<file path="src/sv/rpn_pkg.sv">
// ----------------------------------------------------------------------------
// rpn_pkg
// Shared opcodes, status codes and controller/datapath interface types.
// ----------------------------------------------------------------------------
package rpn_pkg;

  localparam int DATA_W = 32;
  localparam int OP_W   = 3;
  localparam int ST_W   = 2;
  localparam int DEP_W  = 5;

  localparam logic [OP_W-1:0] OP_PUSH = 3'd0;
  localparam logic [OP_W-1:0] OP_ADD  = 3'd1;
  localparam logic [OP_W-1:0] OP_SUB  = 3'd2;
  localparam logic [OP_W-1:0] OP_MUL  = 3'd3;
  localparam logic [OP_W-1:0] OP_DIV  = 3'd4;

  localparam logic [ST_W-1:0] ST_OK    = 2'd0;
  localparam logic [ST_W-1:0] ST_UNDER = 2'd1;
  localparam logic [ST_W-1:0] ST_OVER  = 2'd2;
  localparam logic [ST_W-1:0] ST_DIVZ  = 2'd3;

  typedef enum logic [1:0] {
    CM_HOLD,
    CM_PUSH,
    CM_POP
  } commit_t;

  typedef struct packed {
    logic            load;
    logic            rd;
    logic            mul_go;
    logic            div_init;
    logic            div_step;
    logic            done;
    commit_t         commit;
    logic [ST_W-1:0] status;
  } dp_cmd_t;

  typedef struct packed {
    logic [OP_W-1:0] op;
    logic            full;
    logic            lt2;
    logic            top_zero;
    logic            div_last;
  } dp_sts_t;

endpackage

</file>
<file path="src/sv/rpn_dp.sv">
// ----------------------------------------------------------------------------
// rpn_dp
// Operand stack datapath: top-of-stack register, stack memory below it,
// add/sub, registered multiplier and radix-2 restoring divider.
// ----------------------------------------------------------------------------
module rpn_dp #(
  parameter int STACK_DEPTH = 16
) (
  input  logic                                clk,
  input  logic                                rst_n,
  input  rpn_pkg::dp_cmd_t                    cmd,
  output rpn_pkg::dp_sts_t                    sts,
  input  logic [rpn_pkg::OP_W-1:0]            in_opcode,
  input  logic signed [rpn_pkg::DATA_W-1:0]   in_operand,
  output logic                                out_valid,
  output logic signed [rpn_pkg::DATA_W-1:0]   out_top_value,
  output logic [rpn_pkg::DEP_W-1:0]           out_depth,
  output logic [rpn_pkg::ST_W-1:0]            out_status
);
  import rpn_pkg::*;

  localparam int CW = $clog2(STACK_DEPTH + 1);
  localparam int AW = (STACK_DEPTH > 1) ? $clog2(STACK_DEPTH) : 1;
  localparam int DCW = $clog2(DATA_W);

  // entries below the top; the top lives in top_r
  logic [DATA_W-1:0] mem [STACK_DEPTH];

  logic [CW-1:0]     count_r;
  logic [DATA_W-1:0] top_r;
  logic [DATA_W-1:0] second_r;
  logic [OP_W-1:0]   op_r;
  logic [DATA_W-1:0] operand_r;
  logic [DATA_W-1:0] prod_r;
  logic [DATA_W-1:0] dm_r;
  logic [DATA_W-1:0] quo_r;
  logic [DATA_W-1:0] rem_r;
  logic              qneg_r;
  logic [DCW-1:0]    div_cnt_r;
  logic              out_valid_r;
  logic [ST_W-1:0]   status_r;

  logic [CW-1:0]     cnt_m1;
  logic [CW-1:0]     cnt_m2;
  logic [DATA_W:0]   trial;
  logic [DATA_W-1:0] rem_nxt;
  logic [DATA_W-1:0] quo_nxt;
  logic [DATA_W-1:0] pop_res;
  logic [DATA_W-1:0] top_mag;
  logic [DATA_W-1:0] sec_mag;

  assign cnt_m1 = count_r - CW'(1);
  assign cnt_m2 = count_r - CW'(2);

  assign sts.op       = op_r;
  assign sts.full     = (count_r >= CW'(STACK_DEPTH));
  assign sts.lt2      = (count_r < CW'(2));
  assign sts.top_zero = (top_r == '0);
  assign sts.div_last = (div_cnt_r == {DCW{1'b1}});

  assign top_mag = top_r[DATA_W-1]    ? (DATA_W'(0) - top_r)    : top_r;
  assign sec_mag = second_r[DATA_W-1] ? (DATA_W'(0) - second_r) : second_r;

  // one restoring divide step
  always_comb begin
    trial = {rem_r, quo_r[DATA_W-1]} - {1'b0, dm_r};
    if (!trial[DATA_W]) begin
      rem_nxt = trial[DATA_W-1:0];
      quo_nxt = {quo_r[DATA_W-2:0], 1'b1};
    end else begin
      rem_nxt = {rem_r[DATA_W-2:0], quo_r[DATA_W-1]};
      quo_nxt = {quo_r[DATA_W-2:0], 1'b0};
    end
  end

  always_comb begin
    case (op_r)
      OP_ADD:  pop_res = second_r + top_r;
      OP_SUB:  pop_res = second_r - top_r;
      OP_MUL:  pop_res = prod_r;
      OP_DIV:  pop_res = qneg_r ? (DATA_W'(0) - quo_r) : quo_r;
      default: pop_res = top_r;
    endcase
  end

  always_ff @(posedge clk) begin
    if (!rst_n) begin
      count_r     <= '0;
      out_valid_r <= 1'b0;
    end else begin
      out_valid_r <= cmd.done;
      if (cmd.done) begin
        case (cmd.commit)
          CM_PUSH: count_r <= count_r + CW'(1);
          CM_POP:  count_r <= cnt_m1;
          default: count_r <= count_r;
        endcase
      end
    end
  end

  always_ff @(posedge clk) begin
    if (cmd.load) begin
      op_r      <= in_opcode;
      operand_r <= in_operand;
    end
    if (cmd.rd) begin
      second_r <= mem[cnt_m2[AW-1:0]];
    end
    if (cmd.mul_go) begin
      prod_r <= DATA_W'(second_r * top_r);
    end
    if (cmd.div_init) begin
      dm_r      <= top_mag;
      quo_r     <= sec_mag;
      rem_r     <= '0;
      qneg_r    <= second_r[DATA_W-1] ^ top_r[DATA_W-1];
      div_cnt_r <= '0;
    end else if (cmd.div_step) begin
      rem_r     <= rem_nxt;
      quo_r     <= quo_nxt;
      div_cnt_r <= div_cnt_r + DCW'(1);
    end
    if (cmd.done) begin
      status_r <= cmd.status;
      case (cmd.commit)
        CM_PUSH: begin
          // old top sinks into the memory
          if (count_r != '0) begin
            mem[cnt_m1[AW-1:0]] <= top_r;
          end
          top_r <= operand_r;
        end
        CM_POP:  top_r <= pop_res;
        default: top_r <= top_r;
      endcase
    end
  end

  assign out_valid     = out_valid_r;
  assign out_top_value = (count_r == '0) ? '0 : top_r;
  assign out_depth     = DEP_W'(count_r);
  assign out_status    = status_r;

`ifndef SYNTHESIS
  a_count_bound: assert property (@(posedge clk) disable iff (!rst_n)
    count_r <= CW'(STACK_DEPTH))
    else $error("stack count beyond depth");

  a_no_push_full: assert property (@(posedge clk) disable iff (!rst_n)
    (cmd.done && cmd.commit == CM_PUSH) |-> !sts.full)
    else $error("push committed on a full stack");

  a_strobe_single: assert property (@(posedge clk) disable iff (!rst_n)
    out_valid_r |=> !out_valid_r)
    else $error("result strobe longer than one cycle");

  a_divz_hold: assert property (@(posedge clk) disable iff (!rst_n)
    (out_valid_r && status_r == ST_DIVZ) |-> count_r == $past(count_r))
    else $error("divide by zero changed the stack");

  a_pop_needs_two: assert property (@(posedge clk) disable iff (!rst_n)
    (cmd.done && cmd.commit == CM_POP) |-> !sts.lt2)
    else $error("pop committed with fewer than two entries");
`endif

endmodule

</file>
<file path="src/sv/rpn_ctrl.sv">
// ----------------------------------------------------------------------------
// rpn_ctrl
// Sequencer: decodes the request, checks stack limits and drives the
// datapath through read, multiply or divide iterations and commit.
// ----------------------------------------------------------------------------
module rpn_ctrl (
  input  logic             clk,
  input  logic             rst_n,
  input  logic             start,
  output logic             busy,
  input  rpn_pkg::dp_sts_t sts,
  output rpn_pkg::dp_cmd_t cmd
);
  import rpn_pkg::*;

  typedef enum logic [2:0] {
    S_IDLE,
    S_DECODE,
    S_OPER,
    S_MULW,
    S_DIV,
    S_DIVF
  } state_t;

  state_t state_r;
  state_t state_nxt;
  logic   busy_r;

  always_comb begin
    state_nxt = state_r;
    cmd       = '0;
    unique case (state_r)
      S_IDLE: begin
        if (start) begin
          cmd.load  = 1'b1;
          state_nxt = S_DECODE;
        end
      end
      S_DECODE: begin
        case (sts.op) inside
          OP_PUSH: begin
            cmd.done   = 1'b1;
            cmd.commit = sts.full ? CM_HOLD : CM_PUSH;
            cmd.status = sts.full ? ST_OVER : ST_OK;
            state_nxt  = S_IDLE;
          end
          OP_ADD, OP_SUB, OP_MUL, OP_DIV: begin
            if (sts.lt2) begin
              cmd.done   = 1'b1;
              cmd.commit = CM_HOLD;
              cmd.status = ST_UNDER;
              state_nxt  = S_IDLE;
            end else begin
              cmd.rd    = 1'b1;
              state_nxt = S_OPER;
            end
          end
          default: begin
            // unused opcodes: report, no change
            cmd.done   = 1'b1;
            cmd.commit = CM_HOLD;
            cmd.status = ST_OK;
            state_nxt  = S_IDLE;
          end
        endcase
      end
      S_OPER: begin
        case (sts.op)
          OP_MUL: begin
            cmd.mul_go = 1'b1;
            state_nxt  = S_MULW;
          end
          OP_DIV: begin
            if (sts.top_zero) begin
              cmd.done   = 1'b1;
              cmd.commit = CM_HOLD;
              cmd.status = ST_DIVZ;
              state_nxt  = S_IDLE;
            end else begin
              cmd.div_init = 1'b1;
              state_nxt    = S_DIV;
            end
          end
          default: begin
            cmd.done   = 1'b1;
            cmd.commit = CM_POP;
            cmd.status = ST_OK;
            state_nxt  = S_IDLE;
          end
        endcase
      end
      S_MULW, S_DIVF: begin
        cmd.done   = 1'b1;
        cmd.commit = CM_POP;
        cmd.status = ST_OK;
        state_nxt  = S_IDLE;
      end
      S_DIV: begin
        cmd.div_step = 1'b1;
        if (sts.div_last) begin
          state_nxt = S_DIVF;
        end
      end
      default: state_nxt = S_IDLE;
    endcase
  end

  always_ff @(posedge clk) begin
    if (!rst_n) begin
      state_r <= S_IDLE;
      busy_r  <= 1'b0;
    end else begin
      state_r <= state_nxt;
      busy_r  <= (state_nxt != S_IDLE);
    end
  end

  assign busy = busy_r;

`ifndef SYNTHESIS
  a_busy_state: assert property (@(posedge clk) disable iff (!rst_n)
    busy_r == (state_r != S_IDLE))
    else $error("busy out of step with sequencer");

  a_load_idle: assert property (@(posedge clk) disable iff (!rst_n)
    cmd.load |=> state_r == S_DECODE)
    else $error("request load did not enter decode");

  a_div_end: assert property (@(posedge clk) disable iff (!rst_n)
    (state_r == S_DIV && sts.div_last) |=> state_r == S_DIVF)
    else $error("divide did not finish after last step");

  a_done_idle: assert property (@(posedge clk) disable iff (!rst_n)
    cmd.done |=> !busy_r)
    else $error("still busy after commit");
`endif

endmodule

</file>
<file path="src/sv/rpn_stack_calculator.sv">
// Commit: push, invalid opcode, underflow in S_DECODE; add/sub, divide by zero
//   in S_OPER; multiply in S_MULW; divide in S_DIVF after 32 radix-2 steps.
// Throughput: one request at a time; busy stays high until the result cycle,
//   so a new request may be accepted while out_valid is shown.
// Reset (rst_n low, synchronous): stack empty, controller idle, no strobe.
// Results are strobed for one cycle; the receiver cannot stall.
// ----------------------------------------------------------------------------
// rpn_stack_calculator
// Reverse-Polish calculator on a stack of signed 32-bit words.
// ----------------------------------------------------------------------------
module rpn_stack_calculator #(
  parameter int STACK_DEPTH = 16
) (
  input  logic                                clk,
  input  logic                                rst_n,
  input  logic                                start,
  output logic                                busy,
  input  logic [rpn_pkg::OP_W-1:0]            in_opcode,
  input  logic signed [rpn_pkg::DATA_W-1:0]   in_operand,
  output logic                                out_valid,
  output logic signed [rpn_pkg::DATA_W-1:0]   out_top_value,
  output logic [rpn_pkg::DEP_W-1:0]           out_depth,
  output logic [rpn_pkg::ST_W-1:0]            out_status
);
  import rpn_pkg::*;

  dp_cmd_t cmd;
  dp_sts_t sts;

  rpn_ctrl u_ctrl (
    .clk   (clk),
    .rst_n (rst_n),
    .start (start),
    .busy  (busy),
    .sts   (sts),
    .cmd   (cmd)
  );

  rpn_dp #(
    .STACK_DEPTH (STACK_DEPTH)
  ) u_dp (
    .clk           (clk),
    .rst_n         (rst_n),
    .cmd           (cmd),
    .sts           (sts),
    .in_opcode     (in_opcode),
    .in_operand    (in_operand),
    .out_valid     (out_valid),
    .out_top_value (out_top_value),
    .out_depth     (out_depth),
    .out_status    (out_status)
  );

endmodule
</file>
<file path="config.mk">
export PLATFORM = sky130hd
export DESIGN_NAME = rpn_stack_calculator
export DESIGN_NICKNAME = d
export VERILOG_FILES = /design/src/sv/rpn_pkg.sv /design/src/sv/rpn_dp.sv /design/src/sv/rpn_ctrl.sv /design/src/sv/rpn_stack_calculator.sv
export SDC_FILE = /design/constraint.sdc
export NUM_CORES = 2
export LEC_CHECK = 0
export BUFFER_PORTS_ARGS = -buffer_cell sky130_fd_sc_hd__buf_2
export CORE_MARGIN = 8
export CORE_UTILIZATION = 52
export DETAILED_ROUTE_END_ITERATION = 6
export GPL_TIMING_DRIVEN = 0
export HOLD_SLACK_MARGIN = 0.06
export PLACE_DENSITY = 0.8
export SYNTH_ARGS = -nofsm -noshare
export SYNTH_HDL_FRONTEND = slang
export SYNTH_SLANG_ARGS = --single-unit
</file>
<file path="constraint.sdc">
create_clock -name clk -period 6.8 [get_ports clk]
set_input_delay 0.68 -clock clk [delete_from_list [all_inputs] [get_ports clk]]
set_output_delay 0.68 -clock clk [all_outputs]
set_load 0.01 [all_outputs]
</file>
* Word-level counts from Yosys, hierarchy flattened *
Memory sizes are Yosys's and may differ from the RTL's. A register that Yosys moved wholly into a read port is not among the register bits.
Cells that the tools add are included.

storage, ports and cells
  logic and storage cells = 97
  memories = 1
  output and inout bits = 41
  register bits = 213
  memory bits (writable) = 512
  bits of input ports = 38

cells by class
  $add $sub $neg = 10
  multipliers = 1
  bitwise operators = 1
  reductions and logical operators = 12
  order comparisons = 2
  multiplexer cells = 42
  eq/ne operators = 13

memories
  memory    words  width  read ports  clocked after memory_dff  wr ports  RTL line      RTL
  u_dp.mem  16     32     1           1                         1         rpn_dp.sv:27  logic [DATA_W-1:0] mem [STACK_DEPTH];

operators by type and width
  kind                                                number
  two-way mux 32 bit                                  6
  case mux 32 bit (4 select lines)                    1
  subtractor 1 x 32 -> 32 bit (first input constant)  3
  case mux 32 bit (2 select lines)                    1
  subtractor 33 x 32 -> 33 bit                        1
  adder 32 bit                                        1
  logical NOT 32 bit                                  1
  multiplier 32 x 32 -> 32 bit                        1
  subtractor 32 bit                                   1
  two-way mux 31 bit                                  1
  two-way mux 5 bit                                   4
  case mux 5 bit (2 select lines)                     2
  two-way mux 1 bit                                   16
  case mux 5 bit (3 select lines)                     1
  == test 3 x 2 -> 1 bit (second input constant)      4
  two-way mux 3 bit                                   4
  case mux 3 bit (4 select lines)                     1
  adder 5 x 1 -> 5 bit (second input constant)        2
  == test 3 bit (second input constant)               3
  two-way mux 2 bit                                   4
  == test 3 x 1 -> 1 bit (second input constant)      2
  logical NOT 3 bit                                   2
  case mux 3 bit (2 select lines)                     1
  == test 5 bit (second input constant)               1
  16 further kinds                                    17

* Depth between registers and ports, before layout *
  depth after elaboration = 9
  depth in mapped cells = 28
  mapped depth without buffers = 26

* Cells and area by module *
A second synthesis with hierarchy kept.

unflattened totals
  cells, all modules = 4035
  area total of the unflattened synthesis = 50284.5 µm²

by module, submodules not included
  module    cells an instance  times used  area an instance (µm²)
  rpn_dp    3983               1           49890.3
  rpn_ctrl  52                 1           394.1

* Worst setup path after synthesis *
OpenSTA, ideal clock, no wires.

  kind = register to register
  start = register u_dp.top_r[6]
  end = register u_dp.prod_r[29] (data pin)
  slack = -440 ps
  arrival time = 6981 ps
  buffers on the path = 2
  required time = 6541 ps
  stages on the path, launching flop included = 27
  clock period less this slack = 7240 ps
  cell sequence = edfxtp_1 clkbuf_1 clkbuf_1 and2_1 fa_1 fa_1 fa_1 inv_1 fa_1 inv_1 fa_1 inv_1 fa_1 inv_1 fa_1 fa_1 ha_1 a21oi_1 o21ai_0 a211o_1 a21oi_1 o21ai_0 nand3_1 nand3_1 a31o_2 a21oi_1 xnor2_1

on the way
  longest elaborated chain between the ends = 1

RTL lines
  what                          RTL line       RTL
  start, declared               rpn_dp.sv:30   logic [DATA_W-1:0] top_r;
  start signal, assigned        rpn_dp.sv:132  top_r <= operand_r;
  start signal, assigned        rpn_dp.sv:134  CM_POP: top_r <= pop_res;
  start signal, assigned        rpn_dp.sv:135  default: top_r <= top_r;
  multiplier 32 x 32 -> 32 bit  rpn_dp.sv:111  prod_r <= DATA_W'(second_r * top_r);
  end signal, assigned          rpn_dp.sv:111
  end, declared                 rpn_dp.sv:34   logic [DATA_W-1:0] prod_r;

No other way between the ends.
A chain may end at the register's enable or synchronous reset.

* Final worst setup path *
  start = register u_dp.top_r[6]
  end = register u_dp.prod_r[28] (data pin)

Same word-level chain as after synthesis.

==> run metrics <==
status complete, but fails checks; failing checks design-rule violations, negative setup slack; initial antenna violation count 19; Slew HR 0.0859; global route total overflow 0; initial cell density of the core 0.522; deepest clock path buffer count 3; wirelength, routed 167000 um; FF-to-FF Start u_dp.top_r[6]; final worst slack -0.565 ns; Pwr Total 10400 uW; Post-synth EDFFs 710; HPWL Detailed 117000 um; die width 327 um; Max-Cap Viols 0; Post-Syn Nets 4716; CTS root buffer clkbuf_16; power density cells 180 nW/um^2; Hold Crit Start in_operand[2]; Async SR Flop Fraction 0; flop2flop setup slack -0.56 ns; H-tree depth 3; Tcrit/Tclk final 1.08; antenna-violating nets left 0; hold slack 0.213 ns; hold endpoint u_dp.operand_r[2]; Ports 79; fmax 136 MHz; row count 114; largest family of logic cells by synthesized area adder cells; global placer's final weighted congestion 1.02; Worst Reg-to-Reg Cells 25; die height 327 um; NumNets Final 5006; mux cell area share after synthesis 0.0761; simple-gate area share of the yosys netlist 0.109; complex-gate fraction of the synthesized area 0.0594; Residual DRC 1; PortBufs 78; GRT Total Usage 0.306; leakage power 0.0223 uW; area of the mapped netlist 50300 sq um; Final Setup Violations 12; Num CTS Buffers 77; core area 96300 sq um; layout cells sized above 1 0.174; Post-Syn Instances 4065; Worst Tran Pin Value 1.37 ns; clk_lat worst skew 0.65 ns; area added between synthesis and finish 14.8%; Period minus WS final 7.36 ns; CP arrival 7.72 ns; TNS Setup -4.04 ns; FF+latch count, synth 757; fin area 57700 sq um; total die area 107000 sq um; clock skew 0.0291 ns; unrepaired setup endpoints after global routing yes; DRT iter0 DRCs 4522; largest net degree at the start of global routing 34; dpl cell area 53000 sq um; Setup Crit Path Kind register to register; top_reg_cell synth edfxtp_1; VDD IR max 0.359 mV; clock-pin transition on the worst setup and hold timing paths 0.06 ns; global-route wire length before repair 241000 um; CP Data Required Time 7.16 ns; Hold Path Cell Cnt 1; CTS sink count 757; WL per Instance 29.3 um; vias in the first global route 36600; vias per inst 6.27; post-placement cell count 5445; crit end category register; hold buffer count at CTS 0; final hold violations 0; Synth cell types 78; sequential area share after synthesis 0.443; Crit Path Max Fanout 7; Vias 35800; syn avg cell area 12.4 sq um; CTS tree built; XOR/XNOR share of the synthesized area 0.0472; HP Class primary input to register; TritonRoute pass-1 iters 7; Critical R2R Capture u_dp.prod_r[28]; Non-Filler Instances 5706; Syn. warnings 0; post-synthesis adder-cell area fraction 0.214; Final Max Tran Viols 0; startpoint types register
==> critical path: stages (launching register included) <==
cell and delay (ns):
edfxtp_1 0.53, clkbuf_16 0.23, clkbuf_16 0.15, buf_4 0.14
and2_1 0.15, fa_1 0.54, fa_1 0.46, fa_1 0.54
inv_1 0.05, fa_1 0.47, inv_1 0.04, ha_1 0.26
ha_1 0.30, fa_1 0.51, fa_1 0.45, ha_2 0.44
a211oi_2 0.10, nand2_1 0.09, a21oi_1 0.07, o31a_1 0.35
o31ai_4 0.45, a211oi_2 0.13, buf_4 0.19, o21bai_1 0.16
a21oi_2 0.10, xnor2_2 0.19
==> per-layer routing <==
| metal | global-route usage | share of wire | up-vias |
|---|---|---|---|
| met5 | 0 | 0.00031 | - |
| met4 | 0.174 | 0.070 | 8 |
| met3 | 0.0953 | 0.13 | 687 |
| met2 | 0.488 | 0.46 | 2794 |
| met1 | 0.369 | 0.34 | 17700 |
| li1 | - | - | 14600 |
==> state kept, by name (all words and copies together), names as in the netlist <==
signal           count
u_ctrl.busy          1
u_ctrl.state_r       3
u_dp.div_cnt_r       5
u_dp.dm_r           32
u_dp.mem           512
u_dp.op_r            3
u_dp.operand_r      32
u_dp.out_depth       5
u_dp.out_status      2
u_dp.out_valid       1
u_dp.prod_r         32
u_dp.qneg_r          1
u_dp.quo_r          32
u_dp.rem_r          32
u_dp.second_r       32
u_dp.top_r          32
==> through the flow <==
stage / worst slack (ns) / utilization
2_1_floorplan: -0.0417 / -
3_3_place_gp: -2.24 / 0.544
3_5_place_dp: -2.27 / 0.550
4_1_cts: -0.597 / 0.593
5_1_grt: -0.729 / 0.599
6_report: -0.565 / 0.599
==> cells by family after synthesis <==
kind of cell,count (synthesis)
and+or+nand+nor,1094
DFF,757
AOI/OAI and AO/OA,468
muxes,182
buffers and inverters,680
xor gates and xnor gates,271
adders and majority gates,613
==> cells in the final DEF, fill, tap and decap left out, types with 47 or more instances in the layout <==
| master | netlist | final |
|---|---|---|
| edfxtp_1 | 710 | 710 |
| inv_1 | 442 | 428 |
| fa_1 | 410 | 393 |
| nand2_1 | 386 | 383 |
| and2_1 | 323 | 310 |
| ha_1 | 203 | 181 |
| nor2_1 | 179 | 161 |
| mux4_2 | 160 | 160 |
| xnor2_1 | 142 | 136 |
| xor2_1 | 129 | 125 |
| a21oi_1 | 139 | 124 |
| buf_4 | 3 | 117 |
| clkbuf_1 | 209 | 110 |
| buf_2 | 5 | 89 |
| clkbuf_16 | 0 | 87 |
| o21ai_0 | 73 | 67 |
| o21ai_1 | 45 | 49 |
| dfxtp_1 | 47 | 47 |
==> synth_stat cells, types with 16 or more instances <==
cell type	instances	area (sq um)
edfxtp_1	710	21300
inv_1	442	1660
fa_1	410	8210
nand2_1	386	1450
and2_1	323	2020
clkbuf_1	209	785
ha_1	203	2540
nor2_1	179	672
mux4_2	160	3600
xnor2_1	142	1240
a21oi_1	139	696
xor2_1	129	1130
o21ai_0	73	365
dfxtp_1	47	941
o21ai_1	45	225
nor2b_1	41	257
a21o_1	34	255
o31ai_1	30	225
nand3_1	26	130
mux2i_1	22	220
a221oi_1	21	184
buf_1	18	67.6
nand2b_1	18	113
a31oi_1	17	106
nor3_1	17	85.1
nand4_1	16	100
o21a_1	16	120
or3_1	16	100
==> worst max-delay path by stage <==
stage / startpoint / end
final: u_dp.top_r[6] / u_dp.prod_r[28]
after global placement: u_dp.top_r[15] / u_dp.prod_r[28]
after global routing: u_dp.top_r[2] / u_dp.prod_r[28]
after CTS: u_dp.top_r[6] / u_dp.prod_r[29]
after detailed placement: u_dp.top_r[15] / u_dp.prod_r[28]
after floorplan: u_dp.top_r[5] / u_dp.prod_r[29]
==> repair_timing <==
action,4_1_cts,5_1_grt
setup buffers,83,34
resized for setup,283,136
endpoints found under the setup margin,33,19
pin swaps,65,68
==> report_power, final <==
| group | leakage [uW] | internal, uW | switching, uW | total (uW) |
|---|---|---|---|---|
| clock | 0.00117 | 2280 | 1900 | 4180 |
| combinational | 0.0143 | 473 | 636 | 1110 |
| sequential | 0.00679 | 5070 | 16.0 | 5090 |
==> area by class of cell <==
cell class	count	area, sq um
fillers	7284	38600
multi-input cells	2628	26300
flip-flops and latches	757	22300
clock buffers	93	2000
repair buffers	218	1740
inverters	444	1670
plain buffers	229	1650
well taps	1276	1600
clock inverters	48	444
diodes	13	32.5
(Power assumes the default switching activity.)
